==> config.mk <==
export PLATFORM = sky130hd
export DESIGN_NAME = joint_motion_safety_check_top
export DESIGN_NICKNAME = d
export VERILOG_FILES = /design/src/design/jmsc_pkg.sv /design/src/design/jmsc_front.sv /design/src/design/jmsc_queue.sv /design/src/design/jmsc_back.sv /design/src/design/joint_motion_safety_check_top.sv
export SDC_FILE = /design/constraint.sdc
export NUM_CORES = 1
export LEC_CHECK = 0
export BUFFER_PORTS_ARGS = -buffer_cell sky130_fd_sc_hd__clkbuf_2
export CORE_MARGIN = 1.5
export CORE_UTILIZATION = 30
export DETAILED_ROUTE_END_ITERATION = 10
export SLEW_MARGIN = 25
export SYNTH_ARGS = -nofsm -noshare
export SYNTH_HDL_FRONTEND = slang
export SYNTH_SLANG_ARGS = --single-unit
==> constraint.sdc <==
create_clock -name clk -period 7.8 [get_ports clk]
set_clock_uncertainty 0.2 [all_clocks]
set_input_delay 0.39 -clock clk [delete_from_list [all_inputs] [get_ports clk]]
set_output_delay 0.39 -clock clk [all_outputs]
set_load 0.005 [all_outputs]
==> src/design/jmsc_pkg.sv <==
// Shared types and constants for the joint motion safety check.
// Holds field widths, register and violation codes, and the beat structs.
// No dependencies; every other design file imports this package.
package jmsc_pkg;

  // Frame length and index width
  localparam int JOINTS = 12;
  localparam int JIDX_W = 4;

  // Field widths
  localparam int ANGLE_W    = 16;
  localparam int SPEED_W    = 16;
  localparam int CHANGE_W   = 16;
  localparam int RATE_HZ_W  = 10;
  localparam int RATE_W     = 22;
  localparam int SUM_W      = 20;
  localparam int PROD_W     = CHANGE_W + RATE_HZ_W;
  localparam int RATE_SHIFT = 4;

  // Configuration port
  localparam int CFG_IDX_W  = 3;
  localparam int CFG_DATA_W = 22;

  // Queue between front and back, and result queue depth (power of two)
  localparam int QDEPTH = 2;
  localparam int QPTR_W = $clog2(QDEPTH);
  localparam int QCNT_W = QPTR_W + 1;

  typedef enum logic [CFG_IDX_W-1:0] {
    REG_CHECK_ENABLE,
    REG_ENFORCE_MASK,
    REG_POLICY_RATE,
    REG_TARGET_RATE_LIMIT,
    REG_SPEED_LIMIT,
    REG_SIG_CHANGE,
    REG_AGG_LIMIT
  } cfg_reg_t;

  typedef enum logic [1:0] {
    VIOL_NONE,
    VIOL_TARGET_RATE,
    VIOL_AGGREGATE,
    VIOL_FEEDBACK
  } viol_t;

  // Enforce mask bits
  localparam int MASK_RATE  = 0;
  localparam int MASK_AGG   = 1;
  localparam int MASK_SPEED = 2;

  typedef struct packed {
    logic                 check_enable;
    logic [2:0]           enforce_mask;
    logic [RATE_HZ_W-1:0] policy_rate_hz;
    logic [RATE_W-1:0]    target_rate_limit;
    logic [SPEED_W-1:0]   feedback_speed_limit;
    logic [CHANGE_W-1:0]  significant_change;
    logic [SUM_W-1:0]     aggregate_change_limit;
  } cfg_t;

  // Classified sample passed from front to back
  typedef struct packed {
    logic [CHANGE_W-1:0] change;
    logic [SPEED_W-1:0]  speed;
    logic                big;
  } sample_t;

  typedef struct packed {
    viol_t               violation;
    logic [JIDX_W-1:0]   detail;
    logic [RATE_W-1:0]   peak_target_rate;
    logic [SPEED_W-1:0]  peak_feedback_speed;
    logic [SUM_W-1:0]    total_change;
    logic [JIDX_W-1:0]   big_change_count;
  } result_t;

  typedef struct packed {
    logic full;
    logic empty;
  } q_status_t;

endpackage

==> src/design/jmsc_front.sv <==
// Front end: accepts joint samples and classifies them.
// Forms absolute change, absolute speed and the significance flag.
// Depends on jmsc_pkg.
module jmsc_front (
  input  logic                           clk,
  input  logic                           rst,
  input  logic                           push,
  output logic                           full,
  input  logic signed [jmsc_pkg::ANGLE_W-1:0] new_target,
  input  logic signed [jmsc_pkg::ANGLE_W-1:0] old_target,
  input  logic signed [jmsc_pkg::SPEED_W-1:0] joint_speed,
  input  logic [jmsc_pkg::CHANGE_W-1:0]  significant_change,
  input  jmsc_pkg::q_status_t            qst,
  output logic                           q_push,
  output jmsc_pkg::sample_t              q_data
);
  import jmsc_pkg::*;

  logic                  f_valid;
  sample_t               f_sample;
  logic                  accept;
  logic signed [ANGLE_W:0] diff;
  logic signed [SPEED_W:0] spd;
  sample_t               classified;

  // Absolute change, absolute speed, significance
  always_comb begin
    diff = {new_target[ANGLE_W-1], new_target} - {old_target[ANGLE_W-1], old_target};
    spd  = {joint_speed[SPEED_W-1], joint_speed};
    classified.change = diff[ANGLE_W] ? CHANGE_W'(-diff) : CHANGE_W'(diff);
    classified.speed  = spd[SPEED_W] ? SPEED_W'(-spd) : SPEED_W'(spd);
    classified.big    = classified.change > significant_change;
  end

  assign full   = f_valid & qst.full;
  assign accept = push & ~full;
  assign q_push = f_valid & ~qst.full;
  assign q_data = f_sample;

  // Hold the classified beat until the queue takes it
  always_ff @(posedge clk) begin
    if (rst) begin
      f_valid <= 1'b0;
    end else begin
      f_valid <= accept | (f_valid & qst.full);
    end
    if (accept) begin
      f_sample <= classified;
    end
  end

endmodule

==> src/design/jmsc_queue.sv <==
// Short queue of classified samples between front and back.
// Lets either side stall without stopping the other.
// Depends on jmsc_pkg.
module jmsc_queue (
  input  logic              clk,
  input  logic              rst,
  input  logic              push,
  input  jmsc_pkg::sample_t push_data,
  input  logic              pop,
  output jmsc_pkg::sample_t head,
  output jmsc_pkg::q_status_t qst
);
  import jmsc_pkg::*;

  sample_t           mem [QDEPTH];
  logic [QPTR_W-1:0] wr_ptr;
  logic [QPTR_W-1:0] rd_ptr;
  logic [QCNT_W-1:0] count;
  logic              do_push;
  logic              do_pop;

  assign qst.full  = count == QCNT_W'(QDEPTH);
  assign qst.empty = count == '0;
  assign do_push   = push & ~qst.full;
  assign do_pop    = pop & ~qst.empty;
  assign head      = mem[rd_ptr];

  // Advance pointers and count
  always_ff @(posedge clk) begin
    if (rst) begin
      wr_ptr <= '0;
      rd_ptr <= '0;
      count  <= '0;
    end else begin
      if (do_push) wr_ptr <= wr_ptr + 1'b1;
      if (do_pop)  rd_ptr <= rd_ptr + 1'b1;
      count <= count + QCNT_W'(do_push) - QCNT_W'(do_pop);
    end
  end

  // Store beats
  always_ff @(posedge clk) begin
    if (do_push) begin
      mem[wr_ptr] <= push_data;
    end
  end

  a_count_bound: assert property (@(posedge clk) disable iff (rst)
    count <= QCNT_W'(QDEPTH))
    else $error("sample queue count above depth");

  a_count_track: assert property (@(posedge clk) disable iff (rst)
    (do_push && !do_pop) |=> count == $past(count) + 1'b1)
    else $error("sample queue count missed a push");

  a_ptr_gap: assert property (@(posedge clk) disable iff (rst)
    (count == '0 || count == QCNT_W'(QDEPTH)) |-> wr_ptr == rd_ptr)
    else $error("sample queue pointers disagree with count");

endmodule

==> src/design/jmsc_back.sv <==
// Back end: rate multiply, frame accumulation, violation pick, result queue.
// Pops classified samples and emits one result per frame of JOINTS samples.
// Depends on jmsc_pkg.
module jmsc_back (
  input  logic                 clk,
  input  logic                 rst,
  input  jmsc_pkg::cfg_t       cfg,
  input  jmsc_pkg::sample_t    head,
  input  jmsc_pkg::q_status_t  qst,
  output logic                 q_pop,
  input  logic                 pop,
  output logic                 empty,
  output jmsc_pkg::result_t    res
);
  import jmsc_pkg::*;

  // Multiply stage
  logic                s_valid;
  logic [RATE_W-1:0]   s_rate;
  logic [CHANGE_W-1:0] s_change;
  logic [SPEED_W-1:0]  s_speed;
  logic                s_big;
  logic [PROD_W-1:0]   prod;
  logic                adv;

  // Frame state
  logic [JIDX_W-1:0]  joint_counter;
  logic [SUM_W-1:0]   change_sum;
  logic [JIDX_W-1:0]  change_count;
  logic [RATE_W-1:0]  rate_peak;
  logic [JIDX_W-1:0]  rate_peak_joint;
  logic [SPEED_W-1:0] speed_peak;
  logic [JIDX_W-1:0]  speed_peak_joint;

  logic [SUM_W-1:0]   change_sum_next;
  logic [JIDX_W-1:0]  change_count_next;
  logic [RATE_W-1:0]  rate_peak_next;
  logic [JIDX_W-1:0]  rate_peak_joint_next;
  logic [SPEED_W-1:0] speed_peak_next;
  logic [JIDX_W-1:0]  speed_peak_joint_next;
  logic               last;
  result_t            res_next;

  // Result queue
  result_t           oq_mem [QDEPTH];
  logic [QPTR_W-1:0] oq_wr;
  logic [QPTR_W-1:0] oq_rd;
  logic [QCNT_W-1:0] oq_count;
  logic              oq_push;
  logic              oq_pop;

  assign adv   = s_valid & (oq_count != QCNT_W'(QDEPTH));
  assign q_pop = ~qst.empty & (~s_valid | adv);
  assign prod  = PROD_W'(head.change) * PROD_W'(cfg.policy_rate_hz);

  // Load the multiply stage
  always_ff @(posedge clk) begin
    if (rst) begin
      s_valid <= 1'b0;
    end else if (~s_valid | adv) begin
      s_valid <= q_pop;
    end
    if (q_pop) begin
      s_rate   <= prod[PROD_W-1:RATE_SHIFT];
      s_change <= head.change;
      s_speed  <= head.speed;
      s_big    <= head.big;
    end
  end

  // Fold one sample into the frame totals
  always_comb begin
    change_sum_next       = change_sum + SUM_W'(s_change);
    change_count_next     = change_count + JIDX_W'(s_big);
    rate_peak_next        = rate_peak;
    rate_peak_joint_next  = rate_peak_joint;
    speed_peak_next       = speed_peak;
    speed_peak_joint_next = speed_peak_joint;
    if (s_rate > rate_peak) begin
      rate_peak_next       = s_rate;
      rate_peak_joint_next = joint_counter;
    end
    if (s_speed > speed_peak) begin
      speed_peak_next       = s_speed;
      speed_peak_joint_next = joint_counter;
    end
    last = ({1'b0, joint_counter} + 1'b1) >= (JIDX_W+1)'(JOINTS);
  end

  // Pick the first enforced violation by priority
  always_comb begin
    res_next = '0;
    if (cfg.check_enable) begin
      res_next.peak_target_rate    = rate_peak_next;
      res_next.peak_feedback_speed = speed_peak_next;
      res_next.total_change        = change_sum_next;
      res_next.big_change_count    = change_count_next;
      if (cfg.enforce_mask[MASK_RATE] && rate_peak_next > cfg.target_rate_limit) begin
        res_next.violation = VIOL_TARGET_RATE;
        res_next.detail    = rate_peak_joint_next;
      end else if (cfg.enforce_mask[MASK_AGG] &&
                   change_sum_next > cfg.aggregate_change_limit) begin
        res_next.violation = VIOL_AGGREGATE;
        res_next.detail    = change_count_next;
      end else if (cfg.enforce_mask[MASK_SPEED] &&
                   speed_peak_next > cfg.feedback_speed_limit) begin
        res_next.violation = VIOL_FEEDBACK;
        res_next.detail    = speed_peak_joint_next;
      end
    end
  end

  assign oq_push = adv & last;

  // Update frame state; clear it after the last joint
  always_ff @(posedge clk) begin
    if (rst || oq_push) begin
      joint_counter    <= '0;
      change_sum       <= '0;
      change_count     <= '0;
      rate_peak        <= '0;
      rate_peak_joint  <= '0;
      speed_peak       <= '0;
      speed_peak_joint <= '0;
    end else if (adv) begin
      joint_counter    <= joint_counter + 1'b1;
      change_sum       <= change_sum_next;
      change_count     <= change_count_next;
      rate_peak        <= rate_peak_next;
      rate_peak_joint  <= rate_peak_joint_next;
      speed_peak       <= speed_peak_next;
      speed_peak_joint <= speed_peak_joint_next;
    end
  end

  // Result queue
  assign empty  = oq_count == '0;
  assign oq_pop = pop & ~empty;
  assign res    = oq_mem[oq_rd];

  always_ff @(posedge clk) begin
    if (rst) begin
      oq_wr    <= '0;
      oq_rd    <= '0;
      oq_count <= '0;
    end else begin
      if (oq_push) oq_wr <= oq_wr + 1'b1;
      if (oq_pop)  oq_rd <= oq_rd + 1'b1;
      oq_count <= oq_count + QCNT_W'(oq_push) - QCNT_W'(oq_pop);
    end
  end

  always_ff @(posedge clk) begin
    if (oq_push) begin
      oq_mem[oq_wr] <= res_next;
    end
  end

  a_counter_range: assert property (@(posedge clk) disable iff (rst)
    {1'b0, joint_counter} < (JIDX_W+1)'(JOINTS))
    else $error("joint counter ran past the frame");

  a_oq_bound: assert property (@(posedge clk) disable iff (rst)
    oq_count <= QCNT_W'(QDEPTH))
    else $error("result queue count above depth");

  a_oq_drain: assert property (@(posedge clk) disable iff (rst)
    (oq_pop && !oq_push) |=> oq_count == $past(oq_count) - 1'b1)
    else $error("result queue count missed a pop");

  a_disabled_zero: assert property (@(posedge clk) disable iff (rst)
    (oq_push && !cfg.check_enable) |-> res_next == '0)
    else $error("disabled frame produced a nonzero result");

endmodule

==> src/design/joint_motion_safety_check_top.sv <==
// Result path: front register, sample queue, multiply stage, then the result queue.
// Throughput: one sample per cycle sustained; the back end's single multiply stage and
// the two-entry queues set it, and a full result queue stalls the back end.
// Reset: rst is synchronous, active high; it clears all queues and the frame state
// and returns the configuration registers to their documented defaults.
// Top level of the joint motion safety check; depends on jmsc_pkg, jmsc_front,
// jmsc_queue and jmsc_back.
module joint_motion_safety_check_top (
  input  logic                                 clk,
  input  logic                                 rst,
  // Sample input
  input  logic                                 push,
  output logic                                 full,
  input  logic signed [jmsc_pkg::ANGLE_W-1:0]  new_target,
  input  logic signed [jmsc_pkg::ANGLE_W-1:0]  old_target,
  input  logic signed [jmsc_pkg::SPEED_W-1:0]  joint_speed,
  // Result output
  output logic                                 empty,
  input  logic                                 pop,
  output logic [1:0]                           violation,
  output logic [jmsc_pkg::JIDX_W-1:0]          detail,
  output logic [jmsc_pkg::RATE_W-1:0]          peak_target_rate,
  output logic [jmsc_pkg::SPEED_W-1:0]         peak_feedback_speed,
  output logic [jmsc_pkg::SUM_W-1:0]           total_change,
  output logic [jmsc_pkg::JIDX_W-1:0]          big_change_count,
  // Configuration write port
  input  logic                                 cfg_wr_en,
  input  logic [jmsc_pkg::CFG_IDX_W-1:0]       cfg_index,
  input  logic [jmsc_pkg::CFG_DATA_W-1:0]      cfg_data
);
  import jmsc_pkg::*;

  cfg_t      cfg;
  q_status_t qst;
  logic      q_push;
  logic      q_pop;
  sample_t   q_in;
  sample_t   q_head;
  result_t   res;

  // Configuration registers
  always_ff @(posedge clk) begin
    if (rst) begin
      cfg.check_enable           <= 1'b0;
      cfg.enforce_mask           <= 3'd7;
      cfg.policy_rate_hz         <= RATE_HZ_W'(50);
      cfg.target_rate_limit      <= RATE_W'(2560);
      cfg.feedback_speed_limit   <= SPEED_W'(5120);
      cfg.significant_change     <= CHANGE_W'(410);
      cfg.aggregate_change_limit <= SUM_W'(8192);
    end else if (cfg_wr_en) begin
      case (cfg_reg_t'(cfg_index))
        REG_CHECK_ENABLE:      cfg.check_enable           <= cfg_data[0];
        REG_ENFORCE_MASK:      cfg.enforce_mask           <= cfg_data[2:0];
        REG_POLICY_RATE:       cfg.policy_rate_hz         <= cfg_data[RATE_HZ_W-1:0];
        REG_TARGET_RATE_LIMIT: cfg.target_rate_limit      <= cfg_data[RATE_W-1:0];
        REG_SPEED_LIMIT:       cfg.feedback_speed_limit   <= cfg_data[SPEED_W-1:0];
        REG_SIG_CHANGE:        cfg.significant_change     <= cfg_data[CHANGE_W-1:0];
        REG_AGG_LIMIT:         cfg.aggregate_change_limit <= cfg_data[SUM_W-1:0];
        default: begin
        end
      endcase
    end
  end

  jmsc_front u_front (
    .clk                (clk),
    .rst                (rst),
    .push               (push),
    .full               (full),
    .new_target         (new_target),
    .old_target         (old_target),
    .joint_speed        (joint_speed),
    .significant_change (cfg.significant_change),
    .qst                (qst),
    .q_push             (q_push),
    .q_data             (q_in)
  );

  jmsc_queue u_queue (
    .clk       (clk),
    .rst       (rst),
    .push      (q_push),
    .push_data (q_in),
    .pop       (q_pop),
    .head      (q_head),
    .qst       (qst)
  );

  jmsc_back u_back (
    .clk   (clk),
    .rst   (rst),
    .cfg   (cfg),
    .head  (q_head),
    .qst   (qst),
    .q_pop (q_pop),
    .pop   (pop),
    .empty (empty),
    .res   (res)
  );

  // Drive result ports from the queue head
  assign violation           = res.violation;
  assign detail              = res.detail;
  assign peak_target_rate    = res.peak_target_rate;
  assign peak_feedback_speed = res.peak_feedback_speed;
  assign total_change        = res.total_change;
  assign big_change_count    = res.big_change_count;

endmodule

* Word level (Yosys, flattened, before mapping)
Memory sizes are Yosys's and may differ from the RTL's. A register that Yosys moved wholly into a read port is not among the register bits.
Cells that the tools add are included.
** Word-level totals
- Memories :: 2
- Flip-flop bits (word level) :: 260
- Output and inout port bits :: 70
- Bits in writable memories :: 202
** Memories
- u_back.oq_mem :: depth 2, width 68, read ports 1, clocked after memory_dff 1, write ports 1, line jmsc_back.sv:45 : result_t oq_mem [QDEPTH];
- u_queue.mem :: depth 2, width 33, read ports 1, clocked after memory_dff 1, write ports 1, line jmsc_queue.sv:15 : sample_t mem [QDEPTH];
** Cells by class
- Order comparisons :: 7
- Reductions and logical operators :: 14
- Bitwise operators :: 16
- Muxes and demuxes :: 18
- Add/sub/neg operators :: 15
- Multipliers :: 1
- Eq/ne operators :: 8
** Operators with widths (count)
- $mux 68 :: 1
- $gt 16x16->1 :: 3
- $gt 22x22->1 :: 2
- $mux 16 :: 2
- $neg 16->16 :: 2
- $mul 16x10->26 :: 1
- $mux 22 :: 1
- $add 20x16->20 :: 1
- $gt 20x20->1 :: 1
- $mux 6 :: 3
- $sub 16x16->17 :: 1
- $mux 15 :: 1
- $reduce_and 2->1 :: 7
- $and 1x1->1 :: 9
- $eq 3x3->1 const B :: 3
- $mux 1 :: 8
- $mux 4 :: 2
- $eq 3x2->1 const B :: 2
- $add 4x1->5 const B :: 1
- $ge 5x4->1 const B :: 1
- $not 1->1 :: 5
- $add 1x1->1 const B :: 4
- $add 2x1->2 :: 2
- $add 4x1->4 :: 1
- 10 further kinds :: 15

* Longest topological paths before layout
- Depth after elaboration :: 8
- Mapped depth :: 25
- Gate-level depth less buffers :: 23

* Hierarchy
Synthesis repeated with hierarchy kept, for this count alone.
** Unflattened totals
- Cell total of the unflattened synthesis :: 2604
- Area, all modules :: 28373.5 um2
** Modules (own cells, without submodules)
- jmsc_back :: times used 1, area an instance 18950.7 um2, cells an instance 1803
- joint_motion_safety_check_top :: times used 1, area an instance 3696.0 um2, cells an instance 338
- jmsc_front :: times used 1, area an instance 3119.2 um2, cells an instance 333
- jmsc_queue :: times used 1, area an instance 2607.5 um2, cells an instance 130

* Worst setup path before layout
No wires, ideal clock.
- Path kind :: register -> register
- From :: register (tool-made name)
- To :: register u_back.s_rate[21] (data pin)
- Data arrival time :: 6.065 ns
- Buffers on the path :: 3
- Cell stages (with the launch flop) :: 23
- Path slack :: 1.399 ns
- Clock period less this slack :: 6.401 ns
- Data required time :: 7.464 ns
- Library setup time :: 0.136 ns
- Cell sequence :: dfxtp_1 > buf_6 > clkbuf_1 > mux2_2 > clkbuf_1 > and2_1 > fa_1 > fa_1 > fa_1 > fa_1 > inv_1 > fa_1 > inv_1 > ha_1 > a211oi_1 > nand3_1 > a41o_1 > a21oi_1 > o21ai_2 > a31oi_2 > a21oi_2 > or4_1 > nand3_1
** RTL lines
- to (signal assigned) :: line jmsc_back.sv:64 : s_rate <= prod[PROD_W-1:RATE_SHIFT];
- to (decl) :: line jmsc_back.sv:19 : logic [RATE_W-1:0] s_rate;

==> impl_metrics.py <==
metrics = {
    "timing": {
        "setup_viol_count_final": 0,
        "fin_ws_ns": 1.288,
        "fin_crit_ns": 6.512,
        "slew_headroom": 0.3895,
        "rsz0062_at_grt": "false",
        "max_freq_mhz": 153.6,
        "fin_crit_sh": 0.8348,
        "finalSetupTns_ns": 0,
        "slew_viol_final": 0,
        "hold_viol": 0,
        "tightest_slew_ns": 0.9158,
    },
    "synth": {
        "synth_compound_area_frac": 0.09875,
        "synthMuxAreaShare": 0.05563,
        "synth_most_common_cell": "nand2_1",
        "yosys.area_share.xor_xnor": 0.02738,
        "synthFlopType": "edfxtp_1",
        "async_flop_share": 0,
        "synthesis.nets": 3008,
        "post_synth_instance_area_um2": 27190,
        "synth_warnings": 0,
        "synth_cells": 2606,
        "synth_top_family_by_area": "adder cells",
        "yosys-top-cells-count": "nand2_1, edfxtp_1, inv_1",
        "ys_ff_latch": 464,
        "avgSynthCellArea_um2": 10.43,
        "synth_top_area_frac": 0.3203,
        "synth_edf_count": 290,
        "synth-seq-area-share": 0.4484,
        "yosysUniqueCellTypes": 64,
        "yosys.area_share.simple": 0.1349,
        "synthAdderAreaFrac": 0.1797,
        "yosys.area.top_type": "edfxtp_1",
        "synthTopCellsByArea": "edfxtp_1, dfxtp_1, ha_1",
    },
    "clock_tree": {
        "clockBufferDepth": 3,
        "clock_latency_ns": 0.61,
        "cts_root_buffer": "clkbuf_16",
        "clk_pin_slew_ns": 0.06,
        "htreeDepth": 2,
        "cts_setup_buffers": 0,
        "clock-sinks": 464,
        "cts_tree": "done",
        "cts-buffers-inserted": 49,
    },
    "global_routing": {
        "track_usage": 0.1478,
        "grt_pass1_wl_mm": 106.9,
        "grt_pass1_vias": 18450,
        "grt_overflow": 0,
        "antenna_found_initial": 7,
        "grt_max_degree": 77,
    },
    "setup_path": {
        "crit_required_ns": 8.04,
        "critical_path_class": "flop to flop",
        "crit_path_end_kind": "flop",
        "cp.arrival_ns": 6.75,
        "startpoint_type": "flop",
        "crit_path_max_fanout": 20,
    },
    "floorplan": {
        "ios": 148,
        "die_x_um": 304.1,
        "die_h_um": 304.1,
        "fp.dieArea_um2": 92450,
        "initial_core_util": 0.3025,
        "coreArea_um2": 89870,
        "rows": 110,
    },
    "place": {
        "post-place-ws_ns": 1.316,
        "numPortBuffers": 147,
        "gp_congestion": 0.9062,
        "hpwl_mm": 50.41,
    },
    "final_layout": {
        "nNetsFinal": 3146,
        "area_delta_synth_final_pct": 14.32,
        "drive_gt1_frac": 0.1440,
    },
    "drt": {
        "routed_via_density": 4.736,
        "post-route-drc-count": 0,
        "drt-initial-drc-count": 1218,
        "ant_nets": 0,
        "dr_total_vias": 18760,
        "wl_mm": 68.56,
        "dr.pass1.iters": 5,
        "wire_per_inst_um": 17.31,
    },
    "power_and_ir_drop": {
        "p_per_area_nw_per_um2": 353.9,
        "report.power.total_uw": 11000,
        "ir_drop_uv": 268.2,
        "leakagePower_uw": 0.01247,
    },
    "run": {
        "max_cap_viol_count": 0,
    },
    "status": {
        "status": "completed",
    },
    "min_path": {
        "worst_hold_path_type": "primary input to flop",
    },
}
## metrics by stage
| step | utilization | area, um^2 | hold WS [ns] | instances |
|---|---|---|---|---|
| floorplan | - | 27190 | 0.2215 | 2606 |
| global placement | 0.3246 | 29180 | 0.2238 | 3841 |
| detailed placement | 0.3246 | 29180 | 0.2335 | 3841 |
| CTS | 0.3457 | 31070 | 0.009219 | 3961 |
| global route | 0.3458 | 31080 | 0.02858 | 3961 |
| finish | 0.3459 | 31080 | 0.02947 | 3962 |
## where the power goes
part	switching, uW	internal (uW)
clock network	1020	1300
logic	3140	2180
registers	238	3120
## worst max-delay path, stage by stage, from the launching register on
cell and delay [ns]:
dfxtp_1 0.33, buf_4 0.29, mux2_2 0.48, and2_1 0.21
fa_1 0.51, fa_1 0.54, fa_1 0.52, fa_1 0.51
fa_1 0.49, ha_1 0.36, a211oi_1 0.28, nand3_1 0.13
a41o_1 0.25, a21oi_1 0.25, o21ai_2 0.12, a31oi_2 0.18
a21oi_2 0.11, or4_1 0.47, nand3_1 0.10
## layer usage
layer | vias up | share of wire | GRT usage | wire (um)
met2 | 402 | 0.45 | 0.2361 | 31000
li1 | 9180 | - | - | -
met5 | - | 0.00035 | 0 | 24
met4 | 4 | 0.016 | 0.03062 | 1085
met1 | 9097 | 0.48 | 0.2094 | 32920
met3 | 80 | 0.052 | 0.02535 | 3533
## state kept, by name (all words and copies together), names as in the netlist, named ones only
signal,flops
u_back.s_speed,16
u_front.q_data,33
cfg,88
u_back.change_sum,20
u_front.f_valid,1
u_back.change_count,4
u_queue.count,2
u_back.rate_peak,22
u_back.oq_wr,1
u_queue.rd_ptr,1
u_queue.mem,66
u_back.s_big,1
u_back.oq_rd,1
u_back.s_valid,1
u_back.rate_peak_joint,4
u_back.joint_counter,4
u_back.s_rate,22
u_back.speed_peak,16
u_back.oq_count,2
u_back.speed_peak_joint,4
u_queue.wr_ptr,1
u_back.oq_mem,136
u_back.s_change,16
## cell usage in the layout (no fill, tap or decap), drive strengths merged, types with 60 or more instances in the layout
master | netlist | final
a21oi | 182 | 182
and2 | 139 | 139
clkbuf | 92 | 209
dfxtp | 174 | 174
edfxtp | 290 | 290
fa | 111 | 111
ha | 213 | 213
inv | 289 | 292
mux2 | 126 | 126
nand2 | 316 | 316
nor2 | 141 | 141
xnor2 | 60 | 60
## final cells by class
| type | count | area (um^2) |
|---|---|---|
| antenna | 1 | 2.502 |
| clock buffer | 63 | 1339 |
| clock inverter | 29 | 277.8 |
| fill | 9078 | 58790 |
| inverter | 290 | 1089 |
| multi-input combinational | 1745 | 13550 |
| sequential | 464 | 12190 |
| tap | 1176 | 1471 |
| timing repair buffer | 194 | 1161 |
## logic make-up (layout without fill, tap and decap cells)
logic type | Yosys count | in the layout
buf+inv | 397 | 576
compound gates | 426 | 426
other cells | 0 | 1
flops | 464 | 464
mux | 135 | 135
simple gates | 775 | 775
xor+xnor | 85 | 85
fa+ha+maj | 324 | 324
## path summary, 6_finish.rpt
check | startpoint | endpoint | slack (ns) | depth (start not counted)
worst max register to register | flop | u_back.s_rate[21] | 1.29 | 18
worst min register to register | u_front.q_data[4] | u_queue.mem[1][4] | 0.24 | 0
worst max-delay path | flop | u_back.s_rate[21] | 1.29 | 18
worst min-delay path | cfg_data[8] | cfg[44] | 0.03 | 3
## repair_timing
item | CTS | global route
gates resized for setup | 0 | 0
endpoints found under the setup margin | 0 | 0
endpoints found under the hold margin | 35 | 0
hold buffers | 28 | 0
Power figures use the tool's default switching activity.
